**src/design/assert_macros.svh**
```systemverilog
// Assertion macros shared by the reassembly block.
// Every macro samples on the rising edge of clock and is disabled during reset.
`ifndef ASSERT_MACROS_SVH
`define ASSERT_MACROS_SVH

// The property must hold at every sampled edge.
`define PRA_ASSERT(lbl, prop, msg) \
   lbl: assert property (@(posedge clock) disable iff (reset) (prop)) else $error(msg);

// The condition must never be true at a sampled edge.
`define PRA_NEVER(lbl, cond, msg) \
   lbl: assert property (@(posedge clock) disable iff (reset) !(cond)) else $error(msg);

`endif

```
**src/design/pra_ram.sv**
```systemverilog
// Generic single-clock RAM, one write port and one read port with registered
// read data. No package dependencies.
`default_nettype none

module pra_ram #(
   parameter int WIDTH = 8,
   parameter int DEPTH = 16
) (
   input  wire logic                     clock,
   input  wire logic                     we,
   input  wire logic [$clog2(DEPTH)-1:0] waddr,
   input  wire logic [WIDTH-1:0]         wdata,
   input  wire logic                     re,
   input  wire logic [$clog2(DEPTH)-1:0] raddr,
   output      logic [WIDTH-1:0]         rdata
);

   logic [WIDTH-1:0] mem_ff [DEPTH];
   logic [WIDTH-1:0] rdata_ff;

   always_ff @(posedge clock) begin
      if (we) begin
         mem_ff[waddr] <= wdata;
      end
      if (re) begin
         rdata_ff <= mem_ff[raddr];
      end
   end

   assign rdata = rdata_ff;

endmodule

`default_nettype wire

```
**config.mk**
```make
export PLATFORM = sky130hd
export DESIGN_NAME = pra_ram
export DESIGN_NICKNAME = d
export VERILOG_FILES = /design/src/design/assert_macros.svh /design/src/design/pra_ram.sv
export SDC_FILE = /design/constraint.sdc
export NUM_CORES = 1
export LEC_CHECK = 0
export ABC_AREA = 1
export ABC_CLOCK_PERIOD_IN_PS = 2350
export BUFFER_PORTS_ARGS = -buffer_cell sky130_fd_sc_hd__buf_2
export CORE_UTILIZATION = 66
export CTS_CLUSTER_SIZE = 24
export DETAILED_ROUTE_END_ITERATION = 6
export GPL_TIMING_DRIVEN = 0
export PLACE_DENSITY = 0.85
export SYNTH_ARGS = -nofsm -noshare
export SYNTH_HDL_FRONTEND = slang
export SYNTH_SLANG_ARGS = --single-unit
```
**constraint.sdc**
```tcl
create_clock -name clock -period 2.35 [get_ports clock]
set_input_delay 0.3525 -clock clock [delete_from_list [all_inputs] [get_ports clock]]
set_output_delay 0.3525 -clock clock [all_outputs]
set_load 0.02 [all_outputs]
```
==> impl_metrics.yaml <==
timing:
  relSlewSlack: 0.400
  period_minus_slack_ns: 1.43
  final-hold-violation-count: 0
  rsz0062_at_grt: "no"
  skew_ns: 0.00522
  worst_slew_pin_slew_ns: 0.897
  fin_crit_sh: 0.608
  timing.fmax_mhz: 700
  fin_tns_setup_ns: 0
  finalMaxSlewViolations: 0
  timing.hold.ws_ns: 0.173
  setup_viol: 0
critical_path:
  cp_top_family: "flip-flops"
  r2r_cells: 6
  crit_fanout: 1
  worstPathArrival_ns: 1.08
  path_class: "register to output pin"
  worst_path_largest_cell_delay_ns: 0.38
  worst_path_max_delay_cell: "edfxtp_1"
  crit_chain: "buf_2"
  crit_buf_inv: 1
  r2r-start: "mem_ff[6][3]"
  reg2reg_slack_ns: 1.14
  worstPathRequired_ns: 2.00
  crit_path_start_kind: "register"
  endpoint_kind: "output pin"
  r2r_end: "rdata[3]"
routing:
  drtIter0Drc: 766
  postRouteWirelength_um: 14000
  ant_nets: 0
  viasPerCell: 5.89
  post_drt_wl_per_cell_um: 19.7
  dr_total_vias: 4191
  drc: 0
  first_pass_iters: 6
clocking:
  hold_buffers: 0
  postCtsSetupBuffers: 0
  clk_latency_ns: 0.53
  cts_made_buffers: 17
  clockRootBuffer: "clkbuf_8"
  htreeDepth: 4
  cts.path.max_buffers: 2
  tritoncts: "done"
  cts_resized: 0
  cts.sinks: 136
  clk_pin_slew_ns: 0.06
finish:
  antennaDiodeCount: 0
  area_growth_pct: 13.9
  mostFrequentLayoutCells: "nand2_1, edfxtp_1, inv_1"
  drive_above_1_share: 0.129
  final_common_cell: "nand2_1"
  nNetsFinal: 612
floorplan:
  dieArea_mm2: 0.00924
  io_pins: 27
  initial_core_util: 0.698
  core_area_mm2: 0.00838
  fp-row-count: 33
  die_x_um: 96.1
  die_y_um: 96.1
logic_synthesis:
  synth_cells: 551
  synth_warnings: 0
  synth_top_area_share: 0.698
  synth.area.top_cells: "edfxtp_1, nand2_1, nand3_1"
  syn-cell-area_mm2: 0.00585
  synth_cell_type_count: 11
  synth.avg_cell_area_um2: 10.6
  syn_nets: 570
  ys_seq_area_frac: 0.698
  ys_ff_latch: 136
  yosysTopAreaCell: "edfxtp_1"
job:
  drv_cap: 0
outcome:
  status: "finished, final reports clean"
global_routing:
  grt_pass1_vias: 4024
  overflow: 0
  track_usage: 0.342
  grt_antenna_before_repair: 0
  grt_max_degree: 17
  grt_first_pass_wirelength_um: 21400
pwr:
  peakVddDrop_mv: 0.661
  p_per_area_mw_per_mm2: 846
  power.leakage_nw: 2.90
placement:
  place_congestion: 0.896
  numPortBuffers: 23
  hpwlAfterDp_um: 8800
hold_path:
  worstHoldEndpoint: "rdata[3]"
  worstHoldPathCells: 1
  hold_path_class: "input port to register"
  hold_path_startpoint: "re"
synth_stat cells:
cell type / number
buf_1: 1
buf_2: 13
buf_4: 4
buf_6: 6
edfxtp_1: 136
inv_1: 100
inv_2: 2
nand2_1: 173
nand3_1: 97
nand3b_1: 2
nor2_1: 17
cell families after synthesis:
| group | count (synthesis) | synth area share |
|---|---|---|
| flip-flops | 136 | 0.698 |
| buffers and inverters | 126 | 0.0939 |
| AND/OR/NAND/NOR | 289 | 0.208 |
worst register-to-register path, cell delays in order (launching register included):
cell and delay (ns):
edfxtp_1 0.35, inv_1 0.06, nand2_1 0.07, nand3_1 0.15, nand3_1 0.11, nand3_1 0.13, nand2_1 0.08
how the worst max path moves through the flow:
| stage | startpoint | end | slack (ns) | depth (start not counted) |
|---|---|---|---|---|
| floorplan | waddr[2] | mem_ff[10][0] | 1.05 | 2 |
| global placement | waddr[2] | mem_ff[8][3] | 0.58 | 3 |
| detailed placement | waddr[3] | mem_ff[4][3] | 0.58 | 3 |
| CTS | rdata[5] | rdata[5] | 0.89 | 1 |
| global route | rdata[5] | rdata[5] | 0.89 | 1 |
| finish | rdata[5] | rdata[5] | 0.92 | 1 |
sequential cells by signal, summed over array words and instances (netlist names):
name and count:
rdata 8, mem_ff 128
through the flow:
| step | power [mW] | util | instances | worst slack (ns) | area, µm² |
|---|---|---|---|---|---|
| floorplan | 3.00 | - | 551 | 1.05 | 5850 |
| global placement | 3.14 | 0.727 | 679 | 0.584 | 6090 |
| detailed placement | 3.15 | 0.727 | 679 | 0.576 | 6090 |
| CTS | 5.62 | 0.795 | 711 | 0.892 | 6660 |
| global route | 5.77 | 0.795 | 711 | 0.895 | 6660 |
| finish | 5.63 | 0.795 | 711 | 0.921 | 6660 |
final cells by class:
type / instances / area, µm²
clock buffer: 18 / 418
clock inverter: 14 / 149
sequential: 136 / 4080
tap: 105 / 131
timing repair buffer: 23 / 115
inverter: 102 / 383
fill: 488 / 1720
buffer: 24 / 166
multi-input combinational: 289 / 1210
where the power goes:
| part | internal (mW) | total [mW] | switching (mW) |
|---|---|---|---|
| clock | 1.51 | 2.52 | 1.00 |
| combinational | 0.102 | 0.371 | 0.268 |
| sequential | 2.73 | 2.75 | 0.0136 |
| total | 4.35 | 5.63 | 1.29 |
metal layers:
layer / share of wire / track usage / vias to the layer above
li1: - / - / 1870
met4: 0.034 / 0.174 / 0
met3: 0.13 / 0.0837 / 51
met5: 0 / 0 / -
met2: 0.47 / 0.517 / 330
met1: 0.37 / 0.466 / 1940
No activity file was read; power rests on OpenSTA's default activity.
