**config.mk**
```make
export PLATFORM = sky130hd
export DESIGN_NAME = pra_update
export DESIGN_NICKNAME = d
export VERILOG_FILES = /design/src/design/assert_macros.svh /design/src/design/pra_pkg.sv /design/src/design/pra_update.sv
export SDC_FILE = /design/constraint.sdc
export NUM_CORES = 1
export LEC_CHECK = 0
export ABC_AREA = 1
export BUFFER_PORTS_ARGS = -buffer_cell sky130_fd_sc_hd__buf_2
export CORE_MARGIN = 3
export CORE_UTILIZATION = 40
export DETAILED_ROUTE_END_ITERATION = 7
export GPL_ROUTABILITY_DRIVEN = 0
export PLACE_DENSITY = 0.82
export SLEW_MARGIN = 20
export SYNTH_ARGS = -nofsm -noshare
export SYNTH_HDL_FRONTEND = slang
export SYNTH_SLANG_ARGS = --single-unit
```
**constraint.sdc**
```tcl
create_clock -name vclk -period 3.8
set_clock_uncertainty 0.15 [all_clocks]
set_input_delay 0.19 -clock vclk [all_inputs]
set_output_delay 0.19 -clock vclk [all_outputs]
set_load 0.005 [all_outputs]
```
**src/design/assert_macros.svh**
```systemverilog
// Assertion macros shared by the reassembly block.
// Every macro samples on the rising edge of clock and is disabled during reset.
`ifndef ASSERT_MACROS_SVH
`define ASSERT_MACROS_SVH

// The property must hold at every sampled edge.
`define PRA_ASSERT(lbl, prop, msg) \
   lbl: assert property (@(posedge clock) disable iff (reset) (prop)) else $error(msg);

// The condition must never be true at a sampled edge.
`define PRA_NEVER(lbl, cond, msg) \
   lbl: assert property (@(posedge clock) disable iff (reset) !(cond)) else $error(msg);

`endif

```
**src/design/pra_pkg.sv**
```systemverilog
// Package for the per-PID PES reassembly block: constants, status codes and
// the record types that pass between its modules. No dependencies.
`default_nettype none

package pra_pkg;

   localparam int PID_COUNT        = 8192;
   localparam int PID_W            = 13;
   localparam int MAX_PACKET_BYTES = 65536;
   localparam int HDR_BYTES        = 6;
   localparam int LEN_HI_OFFSET    = 4;
   localparam int FILL_W           = 17;
   localparam int OFF_W            = 16;
   localparam int QUEUE_DEPTH      = 4;
   localparam int QUEUE_PTR_W      = 2;
   localparam int QUEUE_CNT_W      = 3;

   typedef enum logic [2:0] {
      ST_DROPPED    = 3'd0,
      ST_STORED     = 3'd1,
      ST_COMPLETE   = 3'd2,
      ST_UNBOUNDED  = 3'd3,
      ST_DISCARDED  = 3'd4,
      ST_OVERFLOW   = 3'd5,
      ST_TOO_LARGE  = 3'd6,
      ST_IDLE       = 3'd7
   } status_type;

   // Per-PID state word kept in the state memory.
   typedef struct packed {
      logic              collecting;
      logic              bounded;
      logic [FILL_W-1:0] fill;
      logic [FILL_W-1:0] total;
      logic [7:0]        len_hi;
   } entry_type;

   localparam int ENTRY_W = $bits(entry_type);

   typedef struct packed {
      logic [PID_W-1:0] pid;
      logic             start_req;
      logic             has_byte;
      logic [7:0]       data_byte;
   } req_type;

   typedef struct packed {
      status_type        status;
      logic [PID_W-1:0]  stream_id;
      logic [OFF_W-1:0]  offset;
      logic [7:0]        byte_out;
      logic [FILL_W-1:0] byte_count;
      logic              last;
   } rsp_type;

   // Outcome of one read-modify-write step.
   typedef struct packed {
      entry_type next;
      rsp_type   first;
      rsp_type   second;
      logic      two;
   } upd_type;

endpackage

`default_nettype wire

```
**src/design/pra_update.sv**
```systemverilog
// Next-state and event logic for one input byte against one PID's state word.
// Depends on pra_pkg.
`default_nettype none

module pra_update (
   input  wire pra_pkg::req_type   req,
   input  wire pra_pkg::entry_type cur,
   output      pra_pkg::upd_type   upd
);

   pra_pkg::entry_type        st;
   pra_pkg::rsp_type          ev_rsp;
   pra_pkg::rsp_type          main_rsp;
   logic                      ev;
   logic                      main_ok;
   logic [pra_pkg::FILL_W-1:0] f1;
   logic [pra_pkg::FILL_W-1:0] total;
   logic [15:0]               len;

   always_comb begin
      ev       = req.start_req && cur.collecting && (cur.fill != '0);
      ev_rsp   = '0;
      main_rsp = '0;
      ev_rsp.status        = cur.bounded ? pra_pkg::ST_DISCARDED : pra_pkg::ST_UNBOUNDED;
      ev_rsp.stream_id     = req.pid;
      ev_rsp.byte_count    = cur.fill;
      main_rsp.stream_id   = req.pid;

      st = cur;
      if (req.start_req) begin
         st.collecting = 1'b1;
         st.bounded    = 1'b0;
         st.fill       = '0;
         st.total      = '0;
      end

      f1      = st.fill + pra_pkg::FILL_W'(1);
      len     = {st.len_hi, req.data_byte};
      total   = pra_pkg::FILL_W'(pra_pkg::HDR_BYTES) + {1'b0, len};
      main_ok = req.has_byte;

      if (!req.has_byte) begin
         main_rsp.status = pra_pkg::ST_IDLE;
      end else if (!st.collecting) begin
         main_rsp.status = pra_pkg::ST_DROPPED;
      end else if (st.fill >= pra_pkg::FILL_W'(pra_pkg::MAX_PACKET_BYTES)) begin
         main_rsp.status     = pra_pkg::ST_OVERFLOW;
         main_rsp.byte_count = st.fill;
         st = '{collecting: 1'b0, bounded: 1'b0, fill: '0, total: '0, len_hi: st.len_hi};
      end else begin
         main_rsp.offset   = st.fill[pra_pkg::OFF_W-1:0];
         main_rsp.byte_out = req.data_byte;
         if (st.fill == pra_pkg::FILL_W'(pra_pkg::LEN_HI_OFFSET)) begin
            st.len_hi = req.data_byte;
         end
         st.fill = f1;
         if (!st.bounded && f1 == pra_pkg::FILL_W'(pra_pkg::HDR_BYTES) && len != '0) begin
            st.bounded = 1'b1;
            st.total   = total;
         end
         // The too-large check reports the low length byte and stops collection.
         if (!cur.bounded && !(req.start_req && 1'b0) && st.bounded
             && total > pra_pkg::FILL_W'(pra_pkg::MAX_PACKET_BYTES)
             && f1 == pra_pkg::FILL_W'(pra_pkg::HDR_BYTES) && st.total == total
             && !(cur.bounded && !req.start_req)) begin
            main_rsp.status     = pra_pkg::ST_TOO_LARGE;
            main_rsp.byte_count = f1;
            st = '{collecting: 1'b0, bounded: 1'b0, fill: '0, total: '0, len_hi: st.len_hi};
         end else if (st.bounded && f1 == st.total) begin
            main_rsp.status     = pra_pkg::ST_COMPLETE;
            main_rsp.byte_count = st.total;
            st = '{collecting: 1'b0, bounded: 1'b0, fill: '0, total: '0, len_hi: st.len_hi};
         end else begin
            main_rsp.status = pra_pkg::ST_STORED;
         end
      end

      upd.next = st;
      if (ev) begin
         upd.first       = ev_rsp;
         upd.first.last  = !main_ok;
         upd.second      = main_rsp;
         upd.second.last = 1'b1;
         upd.two         = main_ok;
      end else begin
         upd.first       = main_rsp;
         upd.first.last  = 1'b1;
         upd.second      = main_rsp;
         upd.two         = 1'b0;
      end
   end

endmodule

`default_nettype wire

```
==> results.md <==
- Hold path cells: 0
- Cell count after synthesis: 837
- Critical path's slowest cell: nor2_2
- CP Max Fanout: 15
- Fillcell total: 901
- Status: finished with violations
- ANT cells: 0
- Layout cells sized above 1: 34.3%
- Port Buf Inserts: 189
- Worst EP arrival: 3.64 ns
- 1st-iter DRT viols: 1195
- Antenna viol nets, final: 0
- Worst hold start: req[10]
- Synth area leader: nand2_1
- VDD IR max: 0.0482 mV
- Via density: 5.78
- Initial antenna violation count: 0
- Pins over their slew limit: 0
- Tightest Pin Transition: 0.649 ns
- Nets@finish: 1115
- WL/cell: 16.6 um
- Pwr dens: 107 nW/um^2
- Type of the most critical hold path: input pin to output pin
- Post-CTS Hold Buffers: 0
- CP startpoint kind: input pin
- Critical Path End Type: output pin
- Io pins: 228
- Grt ovf: 0
- Initial core utilization: 41.9%
- DIE AREA: 11000 sq um
- Largest net degree at the start of global routing: 33
- Via count of the first global-routing pass: 5806
- Crit Path Category: input pin to output pin
- Leakage: 3.37 nW
- Clk_buf instances: 0
- Footprint of the multi-input gates: 3350 sq um
- Post-synth cell types: 36
- Failing checks: design-rule violations, negative setup slack
- Finish-stage setup viols: 59
- Total Routed Length: 19400 um
- Synth top area cells: nand2_1 (27%), nand3_1 (11%), nor2_1 (9.9%)
- Worst endpoint required time: 3.46 ns
- Mapped cell area: 3920 sq um
- Crit path top cell by count: nand2_1
- Overall routing resource usage: 29.2%
- Max_slew headroom: 56.6%
- First-pass GRT wire length: 27300 um
- Total number of vias: 6773
- Fmax achieved: 251 MHz
- Period utilization: 105%
- Post-Syn Nets: 908
- # rows: 35
- Layout Area Growth over Synthesis: 41.3%
- Die width: 105 um
- Crit path time final: 3.98 ns
- Flip-flop and latch count: 0
- Avg Inst Size Synth: 4.69 sq um
- Slowest stage delay, CP: 0.31 ns
- Ys Warns: 0
- Layout Utilization: 59.2%
- Final setup margin: -0.181 ns
- Worst hold margin: 0.230 ns
- Overall die height: 105 um
- Hold Vio Cnt, Final: 0
- Reg area: 0 sq um
- Post-DP HPWL: 14100 um
- Initial DRT Pass Iterations: 8
- Seq/Total Area, Yosys: 0%
- Max-cap violation count: 0
- Hold Path End: upd[101]
- DRC violations left: 47
- Core area: 9370 sq um
- Share of the synthesized area in the top cell type: 26.9%
## synth_stat cells, drive strengths merged (3+ instances only)
cell / n
buf: 38
xor2: 8
nor3: 18
nor4: 15
nand3b: 3
and2: 3
a21oi: 17
nand2: 299
clkinv: 3
nand4: 22
inv: 107
nor2: 115
o21ai: 65
ha: 4
clkbuf: 19
nand3: 96
## layer usage
metal | vias up | track usage (%) | routed length, um
li1 | 3072 | - | -
met1 | 2878 | 36.7 | 6830
met2 | 639 | 48.4 | 8340
met3 | 184 | 5.50 | 2770
met4 | 0 | 12.7 | 1450
met5 | - | 0 | 0
## power by group
part | switching [mW] | internal (mW)
logic | 0.374 | 0.219
registers | 0 | 0
clock network | 0 | 0
total | 0.374 | 0.219
## final cells by class
type                       instances  share of cell area [%]
tap                              129                    2.91
timing repair buffer             262                    29.1
multi-input combinational        670                    60.4
inverter                         110                    7.58
## placed cells by master, fill, tap and decap left out, types with 3 or more instances in the layout
cell,instances
o21ai_0,21
a21oi_1,17
nor2_2,13
nor2_1,95
buf_4,66
inv_1,98
nor2_4,6
nand3_2,8
nand4_1,20
o21ai_1,37
nor4_1,15
o21ai_2,6
inv_2,8
nand3_4,4
buf_2,187
nand2_1,259
nand3_1,84
nand3b_1,3
buf_12,4
nand2_4,4
clkinv_1,3
xor2_1,7
nor3_1,17
nand2_2,36
ha_1,3
## critical path, delay by kind of cell
| family | cells | cell delay (ns) |
|---|---|---|
| buf+inv | 5 | 0.63 |
| simple gates | 18 | 2.39 |
| compound gates | 1 | 0.19 |
| xor+xnor | 1 | 0.22 |
## how the worst max path moves through the flow
stage,startpoint,endpoint,slack [ns]
after global placement,req[9],upd[67],0.1
after detailed placement,cur[26],upd[61],0.003
after global routing,req[9],upd[67],-0.24
after CTS,cur[26],upd[67],0.02
after floorplan,req[9],upd[76],0.20
final,req[9],upd[66],-0.18
## cells by family (layout without fill, tap and decap cells)
group           Yosys count  after routing  share of synthesized area [%]
xor+xnor                  9              9                           2.01
simple gates            572            572                           65.2
compound gates           85             85                           11.0
buf+inv                 167            372                           20.5
fa+ha+maj                 4              4                           1.28
## through the flow
stage | cells | setup TNS, ns | cell area (sq um) | power (mW) | setup WS, ns
after floorplan | 837 | 0 | 3920 | 0.311 | 0.203
after global placement | 1153 | 0 | 5120 | 0.511 | 0.0990
after detailed placement | 1153 | 0 | 5120 | 0.517 | 0.00305
after CTS | 1153 | 0 | 5130 | 0.520 | 0.0233
after global routing | 1171 | -10.58 | 5550 | 0.635 | -0.237
final | 1171 | -4.80 | 5550 | 0.592 | -0.181
## what timing repair did
| action | CTS | global route |
|---|---|---|
| cloned | 0 | 2 |
| pin swaps | 1 | 27 |
| setup buffers | 0 | 16 |
| resized for setup | 1 | 74 |
| hold endpoints to repair | 0 | 0 |
| setup endpoints to repair | 1 | 74 |
No activity file was read; power rests on OpenSTA's default activity.
