<file path="config.mk">
export PLATFORM = sky130hd
export DESIGN_NAME = pra_out_queue_flat
export DESIGN_NICKNAME = d
export VERILOG_FILES = /design/src/design/assert_macros.svh /design/src/design/pra_pkg.sv /design/src/design/pra_rsp_if.sv /design/src/design/pra_out_queue.sv /design/src/flat_wrapper.sv
export SDC_FILE = /design/constraint.sdc
export NUM_CORES = 1
export LEC_CHECK = 0
export BUFFER_PORTS_ARGS = -buffer_cell sky130_fd_sc_hd__clkbuf_2
export CORE_MARGIN = 2
export CORE_UTILIZATION = 50
export CTS_BUF_LIST = sky130_fd_sc_hd__clkbuf_16
export DETAILED_ROUTE_END_ITERATION = 10
export HOLD_SLACK_MARGIN = 0.05
export PLACE_DENSITY = 0.76
export SYNTH_ARGS = -nofsm -noshare
export SYNTH_HDL_FRONTEND = slang
export SYNTH_SLANG_ARGS = --single-unit
</file>
<file path="constraint.sdc">
create_clock -name clock -period 3.5 [get_ports clock]
set_clock_uncertainty 0.15 [all_clocks]
set_input_delay 0.175 -clock clock [delete_from_list [all_inputs] [get_ports clock]]
set_output_delay 0.175 -clock clock [all_outputs]
set_load 0.1 [all_outputs]
</file>
<file path="src/design/assert_macros.svh">
// Assertion macros shared by the reassembly block.
// Every macro samples on the rising edge of clock and is disabled during reset.
`ifndef ASSERT_MACROS_SVH
`define ASSERT_MACROS_SVH

// The property must hold at every sampled edge.
`define PRA_ASSERT(lbl, prop, msg) \
   lbl: assert property (@(posedge clock) disable iff (reset) (prop)) else $error(msg);

// The condition must never be true at a sampled edge.
`define PRA_NEVER(lbl, cond, msg) \
   lbl: assert property (@(posedge clock) disable iff (reset) !(cond)) else $error(msg);

`endif

</file>
<file path="src/design/pra_pkg.sv">
// Package for the per-PID PES reassembly block: constants, status codes and
// the record types that pass between its modules. No dependencies.
`default_nettype none

package pra_pkg;

   localparam int PID_COUNT        = 8192;
   localparam int PID_W            = 13;
   localparam int MAX_PACKET_BYTES = 65536;
   localparam int HDR_BYTES        = 6;
   localparam int LEN_HI_OFFSET    = 4;
   localparam int FILL_W           = 17;
   localparam int OFF_W            = 16;
   localparam int QUEUE_DEPTH      = 4;
   localparam int QUEUE_PTR_W      = 2;
   localparam int QUEUE_CNT_W      = 3;

   typedef enum logic [2:0] {
      ST_DROPPED    = 3'd0,
      ST_STORED     = 3'd1,
      ST_COMPLETE   = 3'd2,
      ST_UNBOUNDED  = 3'd3,
      ST_DISCARDED  = 3'd4,
      ST_OVERFLOW   = 3'd5,
      ST_TOO_LARGE  = 3'd6,
      ST_IDLE       = 3'd7
   } status_type;

   // Per-PID state word kept in the state memory.
   typedef struct packed {
      logic              collecting;
      logic              bounded;
      logic [FILL_W-1:0] fill;
      logic [FILL_W-1:0] total;
      logic [7:0]        len_hi;
   } entry_type;

   localparam int ENTRY_W = $bits(entry_type);

   typedef struct packed {
      logic [PID_W-1:0] pid;
      logic             start_req;
      logic             has_byte;
      logic [7:0]       data_byte;
   } req_type;

   typedef struct packed {
      status_type        status;
      logic [PID_W-1:0]  stream_id;
      logic [OFF_W-1:0]  offset;
      logic [7:0]        byte_out;
      logic [FILL_W-1:0] byte_count;
      logic              last;
   } rsp_type;

   // Outcome of one read-modify-write step.
   typedef struct packed {
      entry_type next;
      rsp_type   first;
      rsp_type   second;
      logic      two;
   } upd_type;

endpackage

`default_nettype wire

</file>
<file path="src/design/pra_rsp_if.sv">
// Result channel of the reassembly block: valid/ready plus one event record.
// Depends on pra_pkg for widths.
`default_nettype none

interface pra_rsp_if;
   logic                       valid;
   logic                       ready;
   logic [2:0]                 status;
   logic [pra_pkg::PID_W-1:0]  stream_id;
   logic [pra_pkg::OFF_W-1:0]  offset;
   logic [7:0]                 byte_out;
   logic [pra_pkg::FILL_W-1:0] byte_count;
   logic                       last;

   modport source (output valid, status, stream_id, offset, byte_out, byte_count, last,
                   input ready);
   modport sink   (input valid, status, stream_id, offset, byte_out, byte_count, last,
                   output ready);
endinterface

`default_nettype wire

</file>
<file path="src/design/pra_out_queue.sv">
// Four-entry result queue that takes one or two results per cycle and
// delivers one per transfer on the result channel. Depends on pra_pkg.
`default_nettype none

module pra_out_queue (
   input  wire logic                                clock,
   input  wire logic                                reset,
   input  wire logic                                push,
   input  wire pra_pkg::upd_type                    upd,
   output      logic [pra_pkg::QUEUE_CNT_W-1:0]     level,
   pra_rsp_if.source                                rsp_if
);

   pra_pkg::rsp_type                    q_ff [pra_pkg::QUEUE_DEPTH];
   logic [pra_pkg::QUEUE_PTR_W-1:0]     wr_ptr_ff, wr_ptr_in;
   logic [pra_pkg::QUEUE_PTR_W-1:0]     rd_ptr_ff, rd_ptr_in;
   logic [pra_pkg::QUEUE_CNT_W-1:0]     count_ff, count_in;
   logic [pra_pkg::QUEUE_CNT_W-1:0]     n_push;
   logic                                pop;
   pra_pkg::rsp_type                    head;

   always_comb begin
      pop       = rsp_if.valid && rsp_if.ready;
      n_push    = !push ? '0 : (upd.two ? pra_pkg::QUEUE_CNT_W'(2) : pra_pkg::QUEUE_CNT_W'(1));
      wr_ptr_in = wr_ptr_ff + n_push[pra_pkg::QUEUE_PTR_W-1:0];
      rd_ptr_in = rd_ptr_ff + pra_pkg::QUEUE_PTR_W'(pop);
      count_in  = count_ff + n_push - pra_pkg::QUEUE_CNT_W'(pop);
   end

   always_ff @(posedge clock) begin
      if (reset) begin
         wr_ptr_ff <= '0;
         rd_ptr_ff <= '0;
         count_ff  <= '0;
      end else begin
         wr_ptr_ff <= wr_ptr_in;
         rd_ptr_ff <= rd_ptr_in;
         count_ff  <= count_in;
      end
      if (push) begin
         q_ff[wr_ptr_ff] <= upd.first;
         if (upd.two) begin
            q_ff[wr_ptr_ff + pra_pkg::QUEUE_PTR_W'(1)] <= upd.second;
         end
      end
   end

   assign head               = q_ff[rd_ptr_ff];
   assign level              = count_ff;
   assign rsp_if.valid       = (count_ff != '0);
   assign rsp_if.status      = head.status;
   assign rsp_if.stream_id   = head.stream_id;
   assign rsp_if.offset      = head.offset;
   assign rsp_if.byte_out    = head.byte_out;
   assign rsp_if.byte_count  = head.byte_count;
   assign rsp_if.last        = head.last;

endmodule

`default_nettype wire

</file>
<file path="src/flat_wrapper.sv">
// flat-port wrapper written by rule: the top's interface ports become plain ports
module pra_out_queue_flat 
  (clock, reset, push, upd, level, rsp_if_valid, rsp_if_status, rsp_if_stream_id, rsp_if_offset, rsp_if_byte_out, rsp_if_byte_count, rsp_if_last, rsp_if_ready);
  pra_rsp_if rsp_if_i ();
  input  wire logic clock;
  input  wire logic reset;
  input  wire logic push;
  input  wire pra_pkg::upd_type upd;
  output      logic [pra_pkg::QUEUE_CNT_W-1:0] level;
  output wire logic [$bits(rsp_if_i.valid)-1:0] rsp_if_valid;
  output wire logic [$bits(rsp_if_i.status)-1:0] rsp_if_status;
  output wire logic [$bits(rsp_if_i.stream_id)-1:0] rsp_if_stream_id;
  output wire logic [$bits(rsp_if_i.offset)-1:0] rsp_if_offset;
  output wire logic [$bits(rsp_if_i.byte_out)-1:0] rsp_if_byte_out;
  output wire logic [$bits(rsp_if_i.byte_count)-1:0] rsp_if_byte_count;
  output wire logic [$bits(rsp_if_i.last)-1:0] rsp_if_last;
  input wire logic [$bits(rsp_if_i.ready)-1:0] rsp_if_ready;
  assign rsp_if_valid = rsp_if_i.valid;
  assign rsp_if_status = rsp_if_i.status;
  assign rsp_if_stream_id = rsp_if_i.stream_id;
  assign rsp_if_offset = rsp_if_i.offset;
  assign rsp_if_byte_out = rsp_if_i.byte_out;
  assign rsp_if_byte_count = rsp_if_i.byte_count;
  assign rsp_if_last = rsp_if_i.last;
  assign rsp_if_i.ready = rsp_if_ready;
  pra_out_queue u_core (.clock(clock), .reset(reset), .push(push), .upd(upd), .level(level), .rsp_if(rsp_if_i));
endmodule
</file>
==> results of run 1 <==
==> power by group through the flow <==
stage / registers [mW] / logic (mW) / clock network [mW]
after CTS: 3.51 / 3.76 / 2.56
after detailed placement: 3.57 / 3.57 / 0
after global routing: 3.54 / 3.88 / 2.68
after global placement: 3.56 / 3.54 / 0
after floorplan: 3.58 / 2.91 / 0
final: 3.51 / 3.74 / 2.52
==> layout make-up <==
cell class,instances,area share [%]
sequential,239,46.2
multi-input combinational,328,27.6
timing repair buffer,381,18.7
clock buffer,27,4.39
tap,285,2.32
clock inverter,21,0.716
inverter,3,0.0732
==> layer usage <==
layer,share of wire (%),GRT usage [%],wire length [um],vias up
li1,-,-,-,3241
met1,38,26.4,10700,3737
met2,55,44.4,15500,233
met3,4.8,4.19,1360,56
met4,2.5,7.99,696,0
met5,0,0,0,-
==> cell usage after synthesis <==
library cell	instances	share of area [%]
edfxtp_1	232	61
mux2_2	152	15
mux2_1	80	7.8
mux4_2	58	11
buf_2	21	0.91
nor2_1	8	0.26
clkbuf_1	7	0.23
dfxtp_1	7	1.2
buf_4	6	0.39
nor2b_1	6	0.33
xnor2_1	4	0.30
buf_1	3	0.098
ha_1	3	0.33
inv_1	3	0.098
nand3_1	3	0.13
buf_6	2	0.20
o21ai_0	2	0.087
xor2_1	2	0.15
a21oi_1	1	0.043
and2_1	1	0.054
fa_1	1	0.17
mux2i_1	1	0.087
nand2_1	1	0.033
nand4_1	1	0.054
nor3_2	1	0.087
o311ai_0	1	0.076
o31ai_1	1	0.065
or3_1	1	0.054
==> logic make-up after synthesis <==
kind of cell | after synthesis
flops | 239
simple gates | 22
xor+xnor | 6
compound gates | 5
buf+inv | 42
mux | 291
fa+ha+maj | 4
==> worst max-delay path by stage <==
stage	start	endpoint	slack [ns]	cells past startpoint
floorplan	u_core.wr_ptr_ff[0]	u_core.q_ff[1][0]	-0.12	2
global placement	u_core.wr_ptr_ff[1]	u_core.q_ff[3][38]	0.85	4
detailed placement	u_core.wr_ptr_ff[1]	u_core.q_ff[3][38]	0.80	4
CTS	u_core.wr_ptr_ff[1]	u_core.q_ff[3][30]	0.28	5
global route	u_core.wr_ptr_ff[1]	u_core.q_ff[3][12]	0.15	5
finish	u_core.wr_ptr_ff[1]	u_core.q_ff[3][26]	0.29	5
==> state kept, by name, indices dropped and copies added, names as in the netlist <==
signal	cells
u_core.wr_ptr_ff	2
u_core.rd_ptr_ff	2
u_core.level	3
u_core.q_ff	232
==> timing repair <==
item	in CTS	in global routing
endpoints found under the hold margin	239	0
endpoints found under the setup margin	0	0
buffers inserted	0	0
hold buffers	176	0
==> stage by stage <==
stage          util [%]  TNS [ns]  setup slack, ns  instance area, sq um
6_report           68.0         0            0.291                 15400
5_1_grt            68.0         0            0.149                 15400
4_1_cts            68.0         0            0.277                 15400
3_5_place_dp       56.7         0            0.798                 12800
3_3_place_gp       56.7         0            0.851                 12800
2_1_floorplan         -    -13.97           -0.120                 11500
==> results.rst, run 1 <==
.. list-table::
   :header-rows: 1

   * - Metric
     - Value
   * - Port Buffer Count
     - 182
   * - Overall via count from detail_route
     - 7267
   * - Post-CTS resize count
     - 0
   * - Critical path class
     - reg2reg
   * - Critical register-to-register path endpoint
     - u_core.q_ff[3][26]
   * - Switching share of power
     - 40.1%
   * - Largest family of logic cells by synthesized area
     - multiplexers
   * - Result of the run
     - complete, no violations
   * - Clock tree buffer depth
     - 3
   * - Worst path cell trace
     - nor2b_1 -> nand3_4 -> buf_4 -> mux2_2 -> dlygate4sd3_1
   * - Startpoint types
     - flop
   * - Tot GR Track Use
     - approximately a quarter
   * - Global-route wire length before repair
     - 43400 um
   * - H-tree depth
     - 1
   * - Diodes inserted
     - 0
   * - Final weighted congestion in routability-driven placement
     - between 0.7 and 0.8
   * - Max-cap viol count
     - 0
   * - Final total power
     - ~10 mW
   * - Synthesized-area fraction occupied by xor and xnor cells
     - 0.456%
   * - Share of final-layout standard cells stronger than drive strength 1
     - 45.6%
   * - Inst Count DP
     - 1060
   * - Internal power
     - 5.86 mW
   * - Unrepaired setup endpoints after global routing
     - no
   * - Number of storage elements in the synthesis netlist
     - around 240
   * - Final number of setup-violating endpoints
     - 0
   * - Clock Tree Root
     - clkbuf_16
   * - Horizontal die dimension
     - 156 um
   * - Min Tclk post-route
     - 3.21 ns
   * - Hold path startpoint
     - push
   * - Smallest hold slack
     - 0.0720 ns
   * - Part of the power in the clock network
     - around a quarter
   * - Worst reg2reg path startpoint
     - u_core.wr_ptr_ff[1]
   * - Area enclosed by the die boundary
     - 24300 sq um
   * - Synth Instances
     - 609
   * - CP endpoint kind
     - flop
   * - WL final
     - 28300 um
   * - Required time of the worst setup path
     - around 3.6 ns
   * - Critical Path Fanout Max
     - 32
   * - Number of nets produced by synthesis
     - roughly 800
   * - Number of warnings printed during yosys synthesis
     - 0
   * - Post-synthesis cell area
     - ~12000 sq um
   * - DRC marker count from the first detailed-route iteration
     - between 400 and 500
   * - Share of synthesized area spent on multiplexers
     - 34.1%
   * - Clock buffer count from CTS
     - 26
   * - Vias in the first global route
     - 8242
   * - Half-perimeter wire length of the detailed placement result
     - 16500 um
   * - Clock-pin slew on the worst setup and hold paths
     - 0.06 ns
   * - Cell depth of the worst min-delay path
     - 2
   * - Commonest non-fill, non-tap cell in the layout
     - edfxtp_1
   * - Number of filler instances in the final layout
     - 1465
   * - Number of primary I/O pins
     - 227
   * - Antenna violations before repair
     - 0
   * - Library cells used by synthesis
     - 28
   * - Least-Margin Pin Slew
     - 0.769 ns
   * - Sequential cell fraction of total power
     - 35.9%
   * - Family with the most delay on the worst path
     - buffers and inverters
   * - Commonest non-fill, non-tap cells in the layout
     - edfxtp_1 (232), clkbuf_2 (182), dlygate4sd3_1 (176)
   * - Pin count of the biggest net entering global routing
     - 33
   * - Fraction of the yosys area taken by sequential cells
     - about three fifths
   * - Static leakage
     - between 5 and 6 nW
   * - Adder-Cell Fraction of Synth Area
     - 0.500%
   * - Post-route DRC violation count
     - 0
   * - Hold EP
     - u_core.q_ff[2][7]
   * - Data arrival time of the critical path
     - 3.32 ns
   * - Area used by multi-input combinational logic
     - 4240 sq um
   * - Clock tree from TritonCTS
     - built
   * - Syn Area/Cell
     - 18.9 sq um
   * - R2r worst-path depth
     - 5
   * - Remaining global-route overflow
     - 0
   * - Setup slack on the worst flop-to-flop path
     - 0.29 ns
   * - Maximum vdd ir drop
     - ~0.66 mV
   * - P&R area growth vs syn
     - 33.7%
   * - Cell type of the slowest stage on the worst timing path
     - dfxtp_1
   * - Share of synthesized cell area in and, or, nand and nor gates
     - 1.00%
   * - Max Clk Rate
     - roughly 310 MHz
   * - Core Box Area
     - roughly 23000 sq um
   * - Switching Power
     - a little under 4 mW
   * - Post-route antenna net violation count
     - 0
   * - Num rows
     - 55
   * - Wire per inst
     - 22.1 um
   * - Proportion of power drawn by combinational gates
     - between 30% and 40%
   * - Slew Limit Fails
     - 0
   * - Compound-gate portion of the synthesized area
     - 0.272%
   * - Slew margin rel.
     - 48.6%
   * - Final-stage net count
     - 1148
   * - Number of vias per cell
     - 5.66
   * - Slowest cell delay on critical path
     - 0.56 ns
   * - Pwr per Cell Area
     - 635 nW/um^2
   * - Crit share post-route
     - 91.7%
   * - Die Height
     - ~160 um
   * - Clock network latency to the later pin of the worst-skew pair
     - 0.52 ns
   * - Initial core utilization
     - 50.9%
   * - Number of iterations in the first detailed-routing pass
     - 4
   * - CTS sink count
     - 239
   * - FF/Latch Area
     - 7110 sq um
   * - Final Hold Viols
     - 0
   * - CP bufs+invs
     - 2
   * - Type of the tightest min-delay check
     - in2reg
   * - Final standard cell count with taps included and fillers excluded
     - 1284
No activity file was read; power rests on OpenSTA's default activity.
==> run 2, diff against run 1 <==
--- a/config.mk
+++ b/config.mk
@@ -6,12 +6,12 @@
 export NUM_CORES = 1
 export LEC_CHECK = 0
 export BUFFER_PORTS_ARGS = -buffer_cell sky130_fd_sc_hd__clkbuf_2
-export CORE_MARGIN = 2
 export CORE_UTILIZATION = 50
 export CTS_BUF_LIST = sky130_fd_sc_hd__clkbuf_16
 export DETAILED_ROUTE_END_ITERATION = 10
 export HOLD_SLACK_MARGIN = 0.05
 export PLACE_DENSITY = 0.76
+export SETUP_SLACK_MARGIN = 0.5
 export SYNTH_ARGS = -nofsm -noshare
 export SYNTH_HDL_FRONTEND = slang
 export SYNTH_SLANG_ARGS = --single-unit
==> run 2 against run 1 <==
Net effect: maximum frequency increased by 7.1%; critical path type unchanged; global-route usage increased by 0.32 points; core utilization increased by 0.22 points; non-clock buffer count decreased by 8; combinational power about the same; die area decreased by 2.6%; sequential cell count unchanged; hold slack improved by 0.16 ns; critical endpoint is now u_core.q_ff[2][38]; largest power group unchanged; register-to-register slack improved by 0.21 ns.
==> results.rst, run 2 (synthesis gave the netlist of run 1 again) <==
.. list-table::
   :header-rows: 1

   * - Metric
     - Value
   * - Global-route wire length before repair
     - 42800 um (was 43400 um)
   * - WL final
     - 28100 um (was 28300 um)
   * - Post-route DRC violation count
     - 0 (unchanged)
   * - Type of the tightest min-delay check
     - in2reg (unchanged)
   * - Number of iterations in the first detailed-routing pass
     - 4 (unchanged)
   * - Overall via count from detail_route
     - 7228 (was 7267)
   * - Antenna violations before repair
     - 0 (unchanged)
   * - Final Hold Viols
     - 0 (unchanged)
   * - Min Tclk post-route
     - 3.00 ns (was 3.21 ns)
   * - Remaining global-route overflow
     - 0 (unchanged)
   * - Least-Margin Pin Slew
     - 0.949 ns (was 0.769 ns)
   * - Clock Tree Root
     - clkbuf_16 (unchanged)
   * - Tot GR Track Use
     - 23.7% (was 23.4%)
   * - Post-route antenna net violation count
     - 0 (unchanged)
   * - FF/Latch Area
     - 7110 sq um (about the same)
   * - Clock tree buffer depth
     - 3 (unchanged)
   * - Slew Limit Fails
     - 0 (unchanged)
   * - Setup WS post-layout
     - 0.503 ns (was 0.291 ns)
   * - Slew margin rel.
     - 36.7% (was 48.6%)
   * - Number of filler instances in the final layout
     - 1470 (was 1465)
   * - Clock network latency to the later pin of the worst-skew pair
     - 0.51 ns (was 0.52 ns)
   * - Max reg flops
     - 232 (unchanged)
   * - Horizontal die dimension
     - 154 um (was 156 um)
   * - Final weighted congestion in routability-driven placement
     - 0.714 (was 0.753)
   * - Diodes inserted
     - 0 (unchanged)
   * - Fin Setup TNS
     - 0 ns (unchanged)
   * - Crit share post-route
     - 85.6% (was 91.7%)
   * - Critical path class
     - reg2reg (unchanged)
   * - Data arrival time of the critical path
     - 3.10 ns (was 3.32 ns)
   * - CP endpoint kind
     - flop (unchanged)
   * - Port Buffer Count
     - 182 (unchanged)
   * - Die Height
     - 154 um (was 156 um)
   * - Final number of setup-violating endpoints
     - 0 (unchanged)
   * - Num rows
     - 55 (unchanged)
   * - Wire per inst
     - 22.0 um (was 22.1 um)
   * - Commonest non-fill, non-tap cells in the layout
     - edfxtp_1 (232), clkbuf_2 (182), dlygate4sd3_1 (177) (was edfxtp_1 (232), clkbuf_2 (182), dlygate4sd3_1 (176))
   * - Core Box Area
     - 22600 sq um (unchanged)
   * - DRC marker count from the first detailed-route iteration
     - 388 (was 452)
   * - CTS sink count
     - 239 (unchanged)
   * - Register bank with the most flops
     - u_core.q_ff (unchanged)
   * - Initial core utilization
     - 50.9% (unchanged)
   * - Pin count of the biggest net entering global routing
     - 60 (was 33)
   * - Area used by multi-input combinational logic
     - 4260 sq um (was 4240 sq um)
   * - H-tree depth
     - 1 (unchanged)
   * - Number of primary I/O pins
     - 227 (unchanged)
   * - Clock tree from TritonCTS
     - built (unchanged)
   * - Half-perimeter wire length of the detailed placement result
     - 15100 um (was 16500 um)
   * - Unrepaired setup endpoints after global routing
     - yes (was no)
   * - Max-cap viol count
     - 0 (unchanged)
   * - Required time of the worst setup path
     - 3.61 ns (about the same)
   * - Pwr per Cell Area
     - 640 nW/um^2 (was 635 nW/um^2)
   * - Vias in the first global route
     - 8063 (was 8242)
   * - Final standard cell count with taps included and fillers excluded
     - 1277 (was 1284)
   * - Result of the run
     - complete, no violations (unchanged)
   * - Share of final-layout standard cells stronger than drive strength 1
     - 45.7% (was 45.6%)
   * - Commonest non-fill, non-tap cell in the layout
     - edfxtp_1 (unchanged)
   * - Max Clk Rate
     - 334 MHz (was 312 MHz)
   * - Maximum vdd ir drop
     - 0.647 mV (was 0.657 mV)
   * - Startpoint types
     - flop (unchanged)
   * - Inst Count DP
     - 1050 (was 1060)
   * - Clock-pin slew on the worst setup and hold paths
     - 0.06 ns (about the same)
   * - Final total power
     - 9.88 mW (was 9.77 mW)
   * - Number of vias per cell
     - 5.66 (about the same)
   * - Clock buffer count from CTS
     - 26 (unchanged)
   * - P&R area growth vs syn
     - 34.1% (was 33.7%)
   * - Post-Place Worst Slack
     - 1.08 ns (was 0.798 ns)
   * - Area enclosed by the die boundary
     - 23600 sq um (was 24300 sq um)
   * - Critical Path Fanout Max
     - 37 (was 32)
   * - Static leakage
     - 5.61 nW (was 5.63 nW)
   * - Final-stage net count
     - 1142 (was 1148)
-- run 2: path summary, 6_finish.rpt --
| check | end | slack (ns) | from | depth (start not counted) |
|---|---|---|---|---|
| worst max-delay path | u_core.q_ff[2][38] | 0.50 | u_core.wr_ptr_ff[0] | 5 |
| worst min-delay path | u_core.q_ff[2][47] | 0.23 | push | 2 |
| worst max register to register | u_core.q_ff[2][38] | 0.50 | u_core.wr_ptr_ff[0] | 5 |
| worst min register to register | u_core.level[2] | 0.46 | u_core.level[2] | 2 |
-- run 2: cell type report --
cell class	count	area share, %
Clock buffer	27	4.38
Clock inverter	20	0.908
Inverter	3	0.0729
Multi-Input combinational cell	330	27.6
Sequential cell	239	46.1
Tap cell	285	2.31
Timing Repair Buffer	373	18.6
-- run 2: through the flow --
step / area (sq um) / hold slack [ns] / util, %
finish: 15400 / 0.228 / 68.2
global route: 15400 / 0.230 / 68.2
CTS: 15400 / 0.143 / 68.0
detailed placement: 12800 / 0.294 / 56.6
global placement: 12800 / 0.284 / 56.6
floorplan: 11500 / 0.0917 / -
-- run 2: worst max-delay path, cell delays in order, from the launching register on --
cell	delay (ns)
dfxtp_1	0.51
nor2b_1	0.49
nand3_4	0.32
buf_12	0.31
mux2_1	0.35
dlygate4sd3_1	0.59
-- run 2: routing by layer --
layer / track usage [%] / routed length [um] / part of all wire, % / up-vias
li1: - / - / - / 3238
met1: 28.5 / 11000 / 39 / 3674
met2: 43.9 / 15100 / 54 / 267
met3: 3.30 / 1480 / 5.3 / 49
met4: 7.62 / 559 / 2.0 / 0
met5: 0 / 0 / 0 / -
-- run 2: repair_timing --
item,CTS,global route
hold buffers,177,0
hold endpoints to repair,239,0
endpoints found under the setup margin,0,25
resized for setup,0,1
buffers inserted,0,1
-- run 2: report_power, final --
group          switching, mW  internal [mW]  total, mW  leakage (nW)
Sequential             0.163           3.39       3.55          2.21
Clock                   1.08           1.53       2.61         0.418
Combinational           2.69           1.03       3.71          2.98
Total                   3.93           5.95       9.88          5.61
==> run 3, diff against run 2 <==
--- a/config.mk
+++ b/config.mk
@@ -5,6 +5,7 @@
 export SDC_FILE = /design/constraint.sdc
 export NUM_CORES = 1
 export LEC_CHECK = 0
+export ABC_AREA = 1
 export BUFFER_PORTS_ARGS = -buffer_cell sky130_fd_sc_hd__clkbuf_2
 export CORE_UTILIZATION = 50
 export CTS_BUF_LIST = sky130_fd_sc_hd__clkbuf_16
==> run 3 against run 2 <==
Net effect: global-route usage is 2.5 points higher; cell area is 1.4% lower; wire length is 13% higher.
==> results.rst, run 3 <==
.. list-table::
   :header-rows: 1

   * - Metric
     - Value
   * - Slew margin rel.
     - 44.8% (was 36.7%)
   * - Path length in cells of the critical path
     - 5 (unchanged)
   * - Fraction of the yosys area taken by sequential cells
     - 61.6% (was 61.7%)
   * - Min Tclk post-route
     - 2.86 ns (was 3.00 ns)
   * - Crit path launch
     - u_core.wr_ptr_ff[0] (unchanged)
   * - Static leakage
     - 6.39 nW (was 5.61 nW)
   * - Type of the tightest min-delay check
     - in2reg (unchanged)
   * - Area after DPL
     - 12600 sq um (was 12800 sq um)
   * - Wire per inst
     - 17.3 um (was 22.0 um)
   * - Antenna violations before repair
     - 1 (was 0)
   * - Required time of the worst setup path
     - 3.61 ns (about the same)
   * - H-tree depth
     - 1 (unchanged)
   * - Largest area contributor in the netlist
     - edfxtp_1 (unchanged)
   * - Slowest cell delay on critical path
     - 0.67 ns (was 0.59 ns)
   * - Crit share post-route
     - 81.6% (was 85.6%)
   * - Final standard cell count with taps included and fillers excluded
     - 1827 (was 1277)
   * - CTS sink count
     - 239 (unchanged)
   * - Startpoint types
     - flop (unchanged)
   * - Unrepaired setup endpoints after global routing
     - no (was yes)
   * - Area used by multi-input combinational logic
     - 3740 sq um (was 4260 sq um)
   * - Final Hold Viols
     - 0 (unchanged)
   * - Post-synthesis cell area
     - 11500 sq um (about the same)
   * - Pin count of the biggest net entering global routing
     - 120 (was 60)
   * - Post-synth EDFFs
     - 232 (unchanged)
   * - Fraction of post-synthesis cell area in the top cell type by area
     - 60.4% (was 60.5%)
   * - Met1 layer wirelength in the final routing
     - 12100 um (was 11000 um)
   * - Number of nets produced by synthesis
     - 1367 (was 778)
   * - Final instance area
     - 15200 sq um (was 15400 sq um)
   * - Library cells used by synthesis
     - 26 (was 28)
   * - R2r worst-path depth
     - 5 (unchanged)
   * - Proportion of register bits with asynchronous set or reset after synthesis
     - 0% (unchanged)
   * - Tot GR Track Use
     - 26.2% (was 23.7%)
   * - Final-stage net count
     - 1692 (was 1142)
   * - Setup slack on the worst flop-to-flop path
     - 0.64 ns (was 0.50 ns)
   * - Most repeated cell in the gate-level netlist after synthesis
     - o21ai_0 (was edfxtp_1)
   * - Area contributors post-synth
     - edfxtp_1 (60%), o21ai_0 (12%), nand2_1 (8.0%) (was edfxtp_1 (61%), mux2_2 (15%), mux4_2 (11%))
   * - Max Clk Rate
     - 350 MHz (was 334 MHz)
   * - P&R area growth vs syn
     - 31.9% (was 34.1%)
   * - Detail Route met2 WL
     - 16200 um (was 15100 um)
   * - Setup WS post-layout
     - 0.643 ns (was 0.503 ns)
   * - Overall via count from detail_route
     - 10200 (was 7228)
   * - Half-perimeter wire length of the detailed placement result
     - 16200 um (was 15100 um)
   * - Global-route wire length before repair
     - 48800 um (was 42800 um)
   * - Number of primary I/O pins
     - 227 (unchanged)
   * - Critical Path Fanout Max
     - 62 (was 37)
   * - Clock network latency to the later pin of the worst-skew pair
     - 0.51 ns (about the same)
   * - Share of final-layout standard cells stronger than drive strength 1
     - 16.7% (was 45.7%)
   * - Commonest non-fill, non-tap cell in the layout
     - o21ai_0 (was edfxtp_1)
   * - Number of filler instances in the final layout
     - 1605 (was 1470)
   * - Least-Margin Pin Slew
     - 0.825 ns (was 0.949 ns)
   * - Vias in the first global route
     - 10100 (was 8063)
   * - Number of storage elements in the synthesis netlist
     - 239 (unchanged)
   * - Family with the most delay on the worst path
     - buffers and inverters (unchanged)
   * - FF/Latch Area
     - 7110 sq um (about the same)
   * - CP bufs+invs
     - 2 (unchanged)
   * - Met3 wire length
     - 2580 um (was 1480 um)
   * - Leading register cell type out of synthesis
     - edfxtp_1 (unchanged)
   * - Clock tree from TritonCTS
     - built (unchanged)
   * - Register bank with the most flops
     - u_core.q_ff (unchanged)
   * - Crit path to
     - u_core.q_ff[3][46] (was u_core.q_ff[2][38])
   * - Syn Area/Cell
     - 9.63 sq um (was 18.9 sq um)
   * - Final weighted congestion in routability-driven placement
     - 0.780 (was 0.714)
   * - Post-CTS resize count
     - 0 (unchanged)
   * - Max reg flops
     - 232 (unchanged)
   * - Die Height
     - 154 um (about the same)
   * - Inst Count DP
     - 1602 (was 1050)
   * - Clock buffer count from CTS
     - 24 (was 26)
   * - Number of vias per cell
     - 5.61 (was 5.66)
   * - Post-Place Worst Slack
     - 1.16 ns (was 1.08 ns)
   * - Fin Setup TNS
     - 0 ns (unchanged)
   * - Initial core utilization
     - 50.9% (about the same)
   * - CP endpoint kind
     - flop (unchanged)
   * - WL final
     - 31700 um (was 28100 um)
   * - Remaining global-route overflow
     - 0 (unchanged)
   * - Commonest non-fill, non-tap cells in the layout
     - o21ai_0 (280), nand2_1 (243), edfxtp_1 (232) (was edfxtp_1 (232), clkbuf_2 (182), dlygate4sd3_1 (177))
   * - Area enclosed by the die boundary
     - 23700 sq um (was 23600 sq um)
   * - Critical register-to-register path endpoint
     - u_core.q_ff[3][46] (was u_core.q_ff[2][38])
   * - Final number of setup-violating endpoints
     - 0 (unchanged)
   * - Critical path class
     - reg2reg (unchanged)
   * - Port Buffer Count
     - 182 (unchanged)
   * - Number of warnings printed during yosys synthesis
     - 0 (unchanged)
   * - Post-route antenna net violation count
     - 0 (unchanged)
   * - Result of the run
     - complete, no violations (unchanged)
   * - Num rows
     - 55 (unchanged)
   * - Core Box Area
     - 22600 sq um (unchanged)
   * - Synth Instances
     - 1198 (was 609)
   * - Clock tree buffer depth
     - 3 (unchanged)
   * - Postcts setup bufs
     - 0 (unchanged)
   * - Clock Tree Root
     - clkbuf_16 (unchanged)
   * - Clock-pin slew on the worst setup and hold paths
     - 0.06 ns (about the same)
   * - Top cells by instance count after synthesis
     - o21ai_0 (281), nand2_1 (245), edfxtp_1 (232), nor2_1 (128), inv_1 (70) (was edfxtp_1 (232), mux2_2 (152), mux2_1 (80), mux4_2 (58), buf_2 (21))
   * - Worst reg2reg path startpoint
     - u_core.wr_ptr_ff[0] (unchanged)
   * - Worst path cell trace
     - nor2_2 -> nand2_4 -> buf_4 -> o21ai_0 -> dlygate4sd3_1 (was nor2b_1 -> nand3_4 -> buf_12 -> mux2_1 -> dlygate4sd3_1)
   * - Horizontal die dimension
     - 154 um (about the same)
   * - Slew Limit Fails
     - 0 (unchanged)
   * - Data arrival time of the critical path
     - 2.97 ns (was 3.10 ns)
   * - Top routing layer in use
     - met4 (unchanged)
   * - DRC marker count from the first detailed-route iteration
     - 860 (was 388)
   * - Max-cap viol count
     - 0 (unchanged)
   * - Post-route DRC violation count
     - 0 (unchanged)
   * - Pwr per Cell Area
     - 652 nW/um^2 (was 640 nW/um^2)
   * - Maximum vdd ir drop
     - 0.570 mV (was 0.647 mV)
   * - Number of iterations in the first detailed-routing pass
     - 5 (was 4)
   * - Cell type of the slowest stage on the worst timing path
     - dfxtp_1 (was dlygate4sd3_1)
run 3: worst min-delay path by stage:
| stage | from | endpoint | slack (ns) | cells past startpoint |
|---|---|---|---|---|
| after detailed placement | reset | u_core.level[1] | 0.26 | 2 |
| final | reset | u_core.level[1] | 0.28 | 3 |
| after global placement | reset | u_core.level[1] | 0.26 | 2 |
| after floorplan | reset | u_core.level[1] | 0.09 | 1 |
| after CTS | reset | u_core.level[1] | 0.26 | 3 |
| after global routing | reset | u_core.level[1] | 0.29 | 3 |
run 3: timing repair:
action,4_1_cts,5_1_grt
setup endpoints to repair,0,2
hold buffers,178,0
hold endpoints to repair,239,0
run 3: worst min-delay path, delay by kind of cell:
kind / cells / cell delay, ns
AND/OR/NAND/NOR: 1 / 0.05
buffers and inverters: 2 / 0.69
run 3: cells by family after synthesis:
logic type	after synthesis	share of synthesized area, %
XOR/XNOR	2	0.152
AND/OR/NAND/NOR	383	12.7
AO/OA/AOI/OAI	411	18.5
buffers and inverters	159	6.54
adder cells (fa/ha/maj)	4	0.499
flip-flops	239	61.6
run 3: cell type report:
type                    count  share of cell area [%]
diodes                      1                  0.0164
clock buffers              25                    4.11
clock inverters            19                    1.09
inverters                  74                    1.85
multi-input cells         802                    24.6
flip-flops and latches    239                    46.7
well taps                 285                    2.34
repair buffers            382                    19.3
run 3: metrics by stage:
step	util (%)	total power, mW	hold slack [ns]
after detailed placement	55.7	7.18	0.260
after global routing	67.2	10.2	0.285
after floorplan	-	6.49	0.0917
after global placement	55.7	7.14	0.258
after CTS	67.1	9.89	0.256
final	67.2	9.92	0.284
run 3: power breakdown:
| part | leakage, nW | internal (mW) | switching, mW |
|---|---|---|---|
| combinational | 3.78 | 0.750 | 3.17 |
| clock | 0.392 | 1.51 | 1.06 |
| sequential | 2.22 | 3.37 | 0.0563 |
run 3: layer usage:
| layer | track usage (%) | vias to the layer above |
|---|---|---|
| met4 | 11.5 | 0 |
| met1 | 31.1 | 4833 |
| met5 | 0 | - |
| li1 | - | 4853 |
| met3 | 3.33 | 68 |
| met2 | 47.6 | 495 |
